`config.mk`:
```
export PLATFORM = sky130hd
export DESIGN_NAME = rwmf_select
export DESIGN_NICKNAME = d
export VERILOG_FILES = /design/src/rtl/core/rwmf_pkg.sv /design/src/rtl/core/rwmf_select.sv
export SDC_FILE = /design/constraint.sdc
export NUM_CORES = 1
export LEC_CHECK = 0
export BUFFER_PORTS_ARGS = -buffer_cell sky130_fd_sc_hd__buf_2
export CAP_MARGIN = 5
export CORE_MARGIN = 5
export CORE_UTILIZATION = 30
export CTS_CLUSTER_SIZE = 12
export DETAILED_ROUTE_END_ITERATION = 7
export PLACE_DENSITY = 0.54
export SKIP_CTS_REPAIR_TIMING = 1
export SLEW_MARGIN = 25
export SYNTH_ARGS = -nofsm -noshare
export SYNTH_HDL_FRONTEND = slang
export SYNTH_SLANG_ARGS = --single-unit
```
`constraint.sdc`:
```
create_clock -name clk -period 5.6 [get_ports clk]
set_clock_uncertainty 0.1 [all_clocks]
set_input_delay 0.56 -clock clk [delete_from_list [all_inputs] [get_ports clk]]
set_output_delay 0.56 -clock clk [all_outputs]
set_load 0.01 [all_outputs]
```
`src/rtl/core/rwmf_pkg.sv`:
```
// Shared types and constants for the RGB window median filter.
`default_nettype none
package rwmf_pkg;

  localparam int PIX_W = 24;   // packed red, green, blue
  localparam int CH_W  = 8;
  localparam int ROW_W = 16;
  localparam int COL_W = 11;
  localparam int WID_W = 12;
  localparam int RAD_W = 2;
  localparam int WIN_W = 3;    // window row or column index, side up to 7
  localparam int CNT_W = 6;    // element count, up to 49
  localparam int BIT_W = 3;    // bit position within a channel

  localparam logic [1:0] REG_WIDTH  = 2'd0;
  localparam logic [1:0] REG_HEIGHT = 2'd1;
  localparam logic [1:0] REG_RADIUS = 2'd2;

  typedef struct packed {
    logic             start;   // new window: clear the running answer
    logic             dvalid;  // read data valid this cycle
    logic             dlast;   // last element of the current pass
    logic [BIT_W-1:0] bitpos;  // bit decided in this pass
  } sel_ctl_t;

endpackage
`default_nettype wire

```
`src/rtl/core/rwmf_select.sv`:
```
// Bitwise rank selection over a streamed window, three channels in parallel.
`default_nettype none
module rwmf_select (
  input  wire logic                         clk,
  input  wire logic                         rst_n,
  input  wire rwmf_pkg::sel_ctl_t           ctl,
  input  wire logic [rwmf_pkg::CNT_W-1:0]   rank,
  input  wire logic [rwmf_pkg::PIX_W-1:0]   rdata,
  output logic      [rwmf_pkg::PIX_W-1:0]   median
);

  for (genvar g = 0; g < 3; g++) begin : g_ch
    logic [rwmf_pkg::CH_W-1:0]  ans_r;
    logic [rwmf_pkg::CNT_W-1:0] cnt_r;
    logic [rwmf_pkg::CH_W-1:0]  cand;
    logic [rwmf_pkg::CH_W-1:0]  val;
    logic [rwmf_pkg::CNT_W-1:0] cnt_sum;

    assign val     = rdata[g*rwmf_pkg::CH_W +: rwmf_pkg::CH_W];
    assign cand    = ans_r | (rwmf_pkg::CH_W'(1) << ctl.bitpos);
    assign cnt_sum = cnt_r + rwmf_pkg::CNT_W'(val < cand);

    // answer keeps candidate bit when no more than rank elements lie below it
    always_ff @(posedge clk) begin
      if (!rst_n) begin
        cnt_r <= '0;
        ans_r <= '0;
      end else if (ctl.start) begin
        cnt_r <= '0;
        ans_r <= '0;
      end else if (ctl.dvalid) begin
        if (ctl.dlast) begin
          cnt_r <= '0;
          if (cnt_sum <= rank) begin
            ans_r <= cand;
          end
        end else begin
          cnt_r <= cnt_sum;
        end
      end
    end

    assign median[g*rwmf_pkg::CH_W +: rwmf_pkg::CH_W] = ans_r;
  end

endmodule
`default_nettype wire

```
======== After elaboration in Yosys (flattened, before gate mapping) ========
Index checks and enable logic that the tools add are counted.
operators by class
  shift-type cells ........................ 1
  $add $sub $neg .......................... 3
  order comparisons ....................... 6
  bitwise gates (word level) .............. 4
  muxes and demuxes ....................... 3
  reduce and logical (&&, ||, !) cells .... 4
operator list
  cell                   number
  $lt A8 B8 Y1           3
  $or A8 B8 Y8           3
  $add A6 B1 Y6          3
  $le A6 B6 Y1           3
  $mux W6                3
  $reduce_and A3 Y1      3
  $shl A1 B3 Y8 const A  1
  $reduce_or A2 Y1       1
  $not A1 Y1             1
storage, ports and cells
  logic and storage cells ................. 27
  register bits ........................... 42

======== Longest topological paths before layout ========
Gate-level depths: netlist of the first run.
  depth in word-level cells ............... 6
  mapped depth ............................ 18
  mapped depth without buffers ............ 17

======== Least setup slack after synthesis of the first run ========
OpenSTA, ideal clock, no wires.
  path kind ............................... input to register
  start ................................... input ctl[0] in the netlist's numbering
  end ..................................... register g_ch[0].ans_r[0] in the netlist's numbering
  stages on the path ...................... 17
  arrival time ............................ 3,793 ps
  path slack .............................. 1,566 ps
  library setup time ...................... 142 ps
  buffers on the path ..................... 2
  path through ............................ buf_6 > clkbuf_1 > nor2_1 > nor2_1 > ha_1 > a2111oi_0 > nor2b_1 > a311oi_1 > ha_1 > and3_1 > nand3_1 > xnor2_1 > ha_1 > nand2_1 > mux2_2 > a31oi_1 > o22ai_1
between the ends
  word-level cells in the longest chain between the ends .. 6
RTL lines
  item                                line               source
  start: declaration                  rwmf_select.sv:6   input wire rwmf_pkg::sel_ctl_t ctl,
  $shl A1 B3 Y8 (*)                   rwmf_select.sv:20  assign cand = ans_r | (rwmf_pkg::CH_W'(1) << ctl.bitpos);
  $or A8 B8 Y8 (*)                    rwmf_select.sv:20
  $lt A8 B8 Y1                        rwmf_select.sv:21  assign cnt_sum = cnt_r + rwmf_pkg::CNT_W'(val < cand);
  $add A6 B1 Y6                       rwmf_select.sv:21
  $le A6 B6 Y1                        rwmf_select.sv:34  if (cnt_sum <= rank) begin
  $reduce_and A3 Y1 (no source line)  n/a
  end signal: assignment              rwmf_select.sv:35  ans_r <= cand;
  end: declaration                    rwmf_select.sv:13  logic [rwmf_pkg::CH_W-1:0] ans_r;
Mark *: on every way between the ends. The rest lies on a longest branch, timed or not.
A chain may end at the register's enable or synchronous reset.

======== Worst setup path after layout of the first run ========
  start ................................... input ctl[2] in the netlist's numbering
  end ..................................... register g_ch[0].ans_r[4] in the netlist's numbering
The elaborated chain is that of the path after synthesis.

==> flow_summary.json, run 1 <==
{
  "initial_core_util_pct": 30.2,
  "gr-total-overflow": 0,
  "synth_nets": 437,
  "dp_hpwl_mm": 6.65,
  "numCtsBuffers": 5,
  "fp.coreArea_mm2": 0.00964,
  "yosys_warnings": 0,
  "die_w_um": 109,
  "ios": 62,
  "via_per_inst": 5.06,
  "grt_pass1_wl_mm": 13.3,
  "grt_usage_pct": 14.2,
  "async_reset_ff_share_pct": 0,
  "sw_frac_of_total_pct": 26.0,
  "p_per_area_mw_per_mm2": 186,
  "cp_max_fo": 9,
  "post-route-util_pct": 35.9,
  "diodes": 0,
  "max_clock_freq_ghz": 0.225,
  "grt_pass1_vias": 2639,
  "ys_ff_latch": 42,
  "pre_cts_slack_ns": 0.795,
  "cts_root_buf": "clkbuf_8",
  "fillers": 1065,
  "setup_viol": 0,
  "clk_pin_slew_ns": 0.08,
  "synthFlopType": "dfxtp_1",
  "firstDrtPassIters": 4,
  "clockPowerShare_pct": 37.0,
  "slew_violations": 0,
  "synth_area_leader_cell": "dfxtp_1",
  "drt_iter0_markers": 139,
  "nets": 495,
  "drive_gt1_share_pct": 18.6,
  "path_class": "primary input to register",
  "grt_start_max_net_pins": 36,
  "wl_per_cell_um": 15.4,
  "num_rows": 36,
  "cts_tree": "built",
  "cellLeakagePower_nw": 1.48,
  "clk_path_buf_depth": 2,
  "fin_crit_ns": 4.45,
  "clock_sink_count": 42,
  "hold_viol": 0,
  "irDropWorstVdd_mv": 0.0981,
  "syn_to_final_growth_pct": 18.5,
  "p_comb_share_pct": 16.1,
  "gp_congestion": 0.775,
  "seqPwrFrac_pct": 46.9,
  "cts.htree.levels": 2,
  "die_h_um": 109,
  "setup_ws_ns": 1.15,
  "floorplan.die_area_mm2": 0.0118,
  "netlist_instances": 354,
  "seq_area_frac_synth_pct": 28.8,
  "clkLatencyLatePin_ns": 0.29,
  "routed_wl_mm": 8.39,
  "min_path_type": "register to register",
  "synthTopCellsByArea": "dfxtp_1 29%, ha_1 19%, a21oi_1 10%, nand4b_1 4.8%, nor2_1 4.5%",
  "relSlewSlack_pct": 52.6,
  "synth-edff-count": 0,
  "portBuffers": 61,
  "setup_tns_ns": 0,
  "vias": 2761,
  "cp-end-kind": "register",
  "critPathLaunchType": "primary input",
  "synthDistinctLibCells": 41,
  "final_cell_mix": "61 x buf_2, 59 x a21oi_1, 45 x ha_1, 42 x dfxtp_1, 35 x nor2_1",
  "ant_nets": 0,
  "antenna_found_initial": 0,
  "worst_ep_required_time_ns": 5.65,
  "syn_area_mm2": 0.00292,
  "internal_power_uw": 476,
  "avgSynthCellArea_um2": 8.24,
  "outcome": "complete, no violations",
  "rsz0062_at_grt": "no",
  "synth.top_cell.area_share_pct": 28.8,
  "worst_pin_slew_ns": 0.705,
  "drc": 0,
  "crit_arrival_ns": 4.50,
  "drv_cap": 0,
  "p_switching_uw": 167,
  "period_share_pct": 79.5,
  "layout_commonest_cell": "buf_2"
}
## final cells by class
cell class / count / area (um^2) / area share, %
inverters: 10 / 37.5 / 1.09
flip-flops and latches: 42 / 841 / 24.3
multi-input cells: 291 / 1990 / 57.6
repair buffers: 62 / 313 / 9.05
clock inverters: 1 / 30.0 / 0.869
well taps: 133 / 166 / 4.82
clock buffers: 7 / 76.3 / 2.21
## metal layers
layer	wire (um)	up-vias	share of wire, %	GRT usage (%)
li1	-	1420	-	-
met1	3840	1277	46	17.7
met2	4100	55	49	25.6
met3	375	9	4.5	2.57
met4	76	0	0.91	2.34
met5	0	-	0	0
## metrics by stage
stage / area, um^2 / power, mW / std cells / hold slack (ns)
5_1_grt: 3460 / 0.677 / 546 / 0.408
4_1_cts: 3450 / 0.655 / 546 / 0.382
3_3_place_gp: 3340 / 0.411 / 538 / 0.360
6_report: 3460 / 0.644 / 546 / 0.377
3_5_place_dp: 3350 / 0.413 / 538 / 0.368
2_1_floorplan: 2920 / 0.374 / 354 / 0.350
## kinds of logic (layout without fill, tap and decap cells)
group | count (synthesis) | count (layout) | synth area share [%]
and+or+nand+nor | 132 | 132 | 24.8
AOI/OAI and AO/OA | 101 | 101 | 20.1
adders and majority gates | 45 | 45 | 19.3
DFF | 42 | 42 | 28.8
buffers and inverters | 21 | 80 | 3.00
xor gates and xnor gates | 12 | 12 | 3.61
muxes | 1 | 1 | 0.386
## flip-flops by register name (all words and copies together), names as in the netlist
name        flops
g_ch.cnt_r     18
g_ch.ans_r     24
## cell usage after synthesis (2+ instances only)
master and n:
nor3b_1 3, nor2_1 35, o21a_1 2, xor2_1 3, ha_1 45, a211o_1 2, o211ai_1 2, nor2b_1 18
nand3_1 10, and3_1 4, a2111oi_0 2, xnor2_1 9, nor3_1 7, nand2_1 22, a21o_1 4, nand4_1 3
a31o_2 3, clkbuf_1 9, nand2b_1 6, dfxtp_1 42, nand4b_1 16, o21ai_0 14, inv_1 10, nand3b_1 3
a21oi_1 59, a211oi_1 2, a31oi_1 2, o21bai_1 2, and4_1 3
## path summary, 6_finish.rpt
path	startpoint	endpoint	slack [ns]	depth (start not counted)
worst max-delay path	ctl[2]	g_ch[0].ans_r[4]	1.15	17
worst min-delay path	g_ch[0].cnt_r[0]	g_ch[0].cnt_r[0]	0.38	2
worst max register to register	g_ch[0].ans_r[6]	g_ch[0].ans_r[4]	1.65	14
worst min register to register	g_ch[0].cnt_r[0]	g_ch[0].cnt_r[0]	0.38	2
## power by group through the flow
stage	Sequential, mW	Clock [mW]	Combinational [mW]
after CTS	0.302	0.247	0.105
after global routing	0.302	0.256	0.119
after global placement	0.309	0	0.102
after floorplan	0.309	0	0.0647
after detailed placement	0.309	0	0.104
final	0.302	0.238	0.104
## critical path: stages
cell and delay [ns]:
buf_2 0.16, nand2_1 0.11, nor2_1 0.33, nor2_1 0.08, ha_1 0.29, a2111oi_0 0.44
nor2b_1 0.09, a311oi_1 0.29, ha_1 0.28, and3_1 0.19, nand3_1 0.11, xnor2_1 0.20
ha_1 0.28, nand2_1 0.08, mux2_2 0.33, a31oi_1 0.47, o21ai_0 0.20
No activity file was read; power rests on OpenSTA's default activity.
==> inputs of run 2 (changes only) <==
--- a/config.mk
+++ b/config.mk
@@ -5,6 +5,7 @@
 export SDC_FILE = /design/constraint.sdc
 export NUM_CORES = 1
 export LEC_CHECK = 0
+export ABC_AREA = 1
 export BUFFER_PORTS_ARGS = -buffer_cell sky130_fd_sc_hd__buf_2
 export CAP_MARGIN = 5
 export CORE_MARGIN = 5
==> constraint.sdc (replaced) <==
create_clock -name clk -period 4.5 [get_ports clk]
set_clock_uncertainty 0.1 [all_clocks]
set_input_delay 0.45 -clock clk [delete_from_list [all_inputs] [get_ports clk]]
set_output_delay 0.45 -clock clk [all_outputs]
set_load 0.01 [all_outputs]
==> run 2 against run 1 <==
Against the previous run: die area fell by 2.3%; via count fell by 3.4%; register-to-register slack got worse by 0.34 ns; sequential power rose by 24%; non-clock buffer count did not move; critical path depth rose by 4; combinational power rose by 19%; utilization rose by 0.79 points; global-route usage fell by 1.1 points; sequential cell count did not move; largest cell class unchanged; design area fell by 2.0%.
==> flow_summary.json, run 2 <==
{
  "outcome": "complete, no violations",
  "irDropWorstVdd_mv": 0.109,
  "relSlewSlack_pct": 58.5,
  "drive_gt1_share_pct": 16.5,
  "max_stage_delay_ns": 0.29,
  "critPathLaunchType": "primary input",
  "yosys_warnings": 0,
  "num_rows": 35,
  "gr-total-overflow": 0,
  "path_delay_family": "simple AND/OR/NAND/NOR gates",
  "cts_root_buf": "clkbuf_8",
  "drt_iter0_markers": 111,
  "period_share_pct": 74.8,
  "worst_ep_required_time_ns": 4.57,
  "clk_pin_slew_ns": 0.08,
  "crit_buf_inv": 2,
  "avgSynthCellArea_um2": 6.97,
  "floorplan.die_area_mm2": 0.0115,
  "via_per_inst": 4.43,
  "vias": 2668,
  "synthTopCellsByArea": "dfxtp_1 30%, ha_1 20%, nand2_1 15%, inv_1 9.9%, a21oi_1 9.9%",
  "syn_to_final_growth_pct": 19.1,
  "wl_per_cell_um": 12.0,
  "path_class": "primary input to register",
  "nets": 555,
  "cts_tree": "built",
  "fillers": 1022,
  "layout_commonest_cell": "nand2_1",
  "cts.htree.levels": 2,
  "diodes": 0,
  "largestRegisters": "g_ch.ans_r (24), g_ch.cnt_r (18)",
  "ios": 62,
  "synth.top_cell.area_share_pct": 29.6,
  "crit_path_cell_trace": "buf_2 -> nand3_1 -> nand2_1 -> inv_1 -> ha_1 -> a21oi_1 -> o21ai_0 -> a21oi_1 -> ha_1 -> nand3_1 -> nor2_1 -> nand2_1 -> xnor2_2 -> ha_1 -> nand2_1 -> nor2_1 -> o21ai_0 -> nand3_1 -> nand2_1 -> nand2_1 -> a21oi_1",
  "die_w_um": 107,
  "setup_tns_ns": 0,
  "synthDistinctLibCells": 21,
  "max_clock_freq_ghz": 0.297,
  "routed_wl_mm": 7.25,
  "fp.coreArea_mm2": 0.00924,
  "whs_ns": 0.369,
  "final_cell_mix": "116 x nand2_1, 75 x inv_1, 61 x buf_2, 56 x a21oi_1, 45 x ha_1",
  "worst_pin_slew_ns": 0.619,
  "crit_path_top_delay_cell": "ha_1",
  "syn_area_mm2": 0.00284,
  "setup_viol": 0,
  "dp_hpwl_mm": 5.84,
  "clock_sink_count": 42,
  "hold_viol": 0,
  "clkLatencyLatePin_ns": 0.30,
  "synth_area_leader_cell": "dfxtp_1",
  "fin_crit_ns": 3.36,
  "grt_usage_pct": 13.0,
  "grt_start_max_net_pins": 26,
  "numCtsBuffers": 5,
  "cp-end-kind": "register",
  "ant_nets": 0,
  "seq_area_frac_synth_pct": 29.6,
  "cp_max_fo": 8,
  "stdcell_area_mm2": 0.00339,
  "initial_core_util_pct": 30.8,
  "slew_violations": 0,
  "drv_cap": 0,
  "dp_cells": 594,
  "synth-edff-count": 0,
  "die_h_um": 107,
  "drc": 0,
  "firstDrtPassIters": 4,
  "rsz0062_at_grt": "no",
  "gp_congestion": 0.794,
  "netlist_instances": 408,
  "cellLeakagePower_nw": 1.73,
  "dpl-instance-area_mm2": 0.00329,
  "crit_arrival_ns": 3.44,
  "antenna_found_initial": 0,
  "clk_path_buf_depth": 2,
  "synth_top_cells_by_count": "116 x nand2_1, 75 x inv_1, 56 x a21oi_1",
  "portBuffers": 61,
  "min_path_type": "register to register",
  "top_register": "g_ch.ans_r",
  "async_reset_ff_share_pct": 0,
  "yosysMostFrequentCell": "nand2_1",
  "ys_ff_latch": 42,
  "grt_pass1_wl_mm": 12.0,
  "fin_cells": 602,
  "p_total_uw": 764,
  "grt_pass1_vias": 2652,
  "cp_common_cell": "nand2_1",
  "p_per_area_mw_per_mm2": 226,
  "synthFlopType": "dfxtp_1",
  "synth_nets": 491,
  "largest_reg_flops": 24
}
[run 2: cell types whose count changed in the layout (fill, tap and decap cells not counted), moves of 5 or more]
cell and change:
nor3_1 -7, nand2b_1 -6, nor2b_1 -16, inv_1 +65
nand4b_1 -16, nor2_1 -17, nand3_1 +6, xor2_1 +5
nand2_1 +94, xnor2_1 -7
[run 2: logic make-up (layout without fill, tap and decap cells)]
kind of cell	after synthesis	count (layout)	share of synthesized area, %
DFF	42	42	29.6
AOI/OAI and AO/OA	72	72	13.1
and+or+nand+nor	155	155	22.4
xor gates and xnor gates	12	12	4.23
buffers and inverters	82	147	11.0
adders and majority gates	45	45	19.8
[run 2: stage by stage]
step	utilization, %	setup slack, ns
after floorplan	-	1.41
after global placement	35.7	0.849
after detailed placement	35.7	0.811
after CTS	36.6	1.11
after global routing	36.6	0.768
final	36.6	1.14
[run 2: per-layer routing]
layer | track usage (%) | vias up | part of all wire, %
li1 | - | 1419 | -
met1 | 15.8 | 1207 | 45
met2 | 23.1 | 35 | 50
met3 | 2.46 | 7 | 3.7
met4 | 3.88 | 0 | 1.3
met5 | 0 | - | 0
[run 2: layout make-up]
class	instances	area, um^2	area share, %
Tap cell	129	161	4.77
Timing Repair Buffer	62	313	9.24
Sequential cell	42	841	24.8
Clock inverter	1	5.00	0.148
Multi-Input combinational cell	284	1690	49.9
Clock buffer	7	86.3	2.55
Inverter	77	289	8.54
[run 2: worst paths after layout]
path                     from               end  slack, ns  cells past startpoint
max                    ctl[2]  g_ch[0].ans_r[0]       1.14                     21
min          g_ch[0].ans_r[1]  g_ch[0].ans_r[1]       0.37                      2
max reg2reg  g_ch[0].ans_r[7]  g_ch[0].ans_r[0]       1.31                     20
min reg2reg  g_ch[0].ans_r[1]  g_ch[0].ans_r[1]       0.37                      2
[run 2: where the power goes]
group,switching (mW),internal (mW),leakage [nW]
logic,0.0762,0.0478,1.34
clock network,0.141,0.124,0.0482
registers,0.00130,0.373,0.338
total,0.219,0.545,1.73
[run 2: worst min-delay path, stage by stage, from the launching register on]
cell and delay, ns:
dfxtp_1 0.32, inv_1 0.06, a21oi_1 0.06
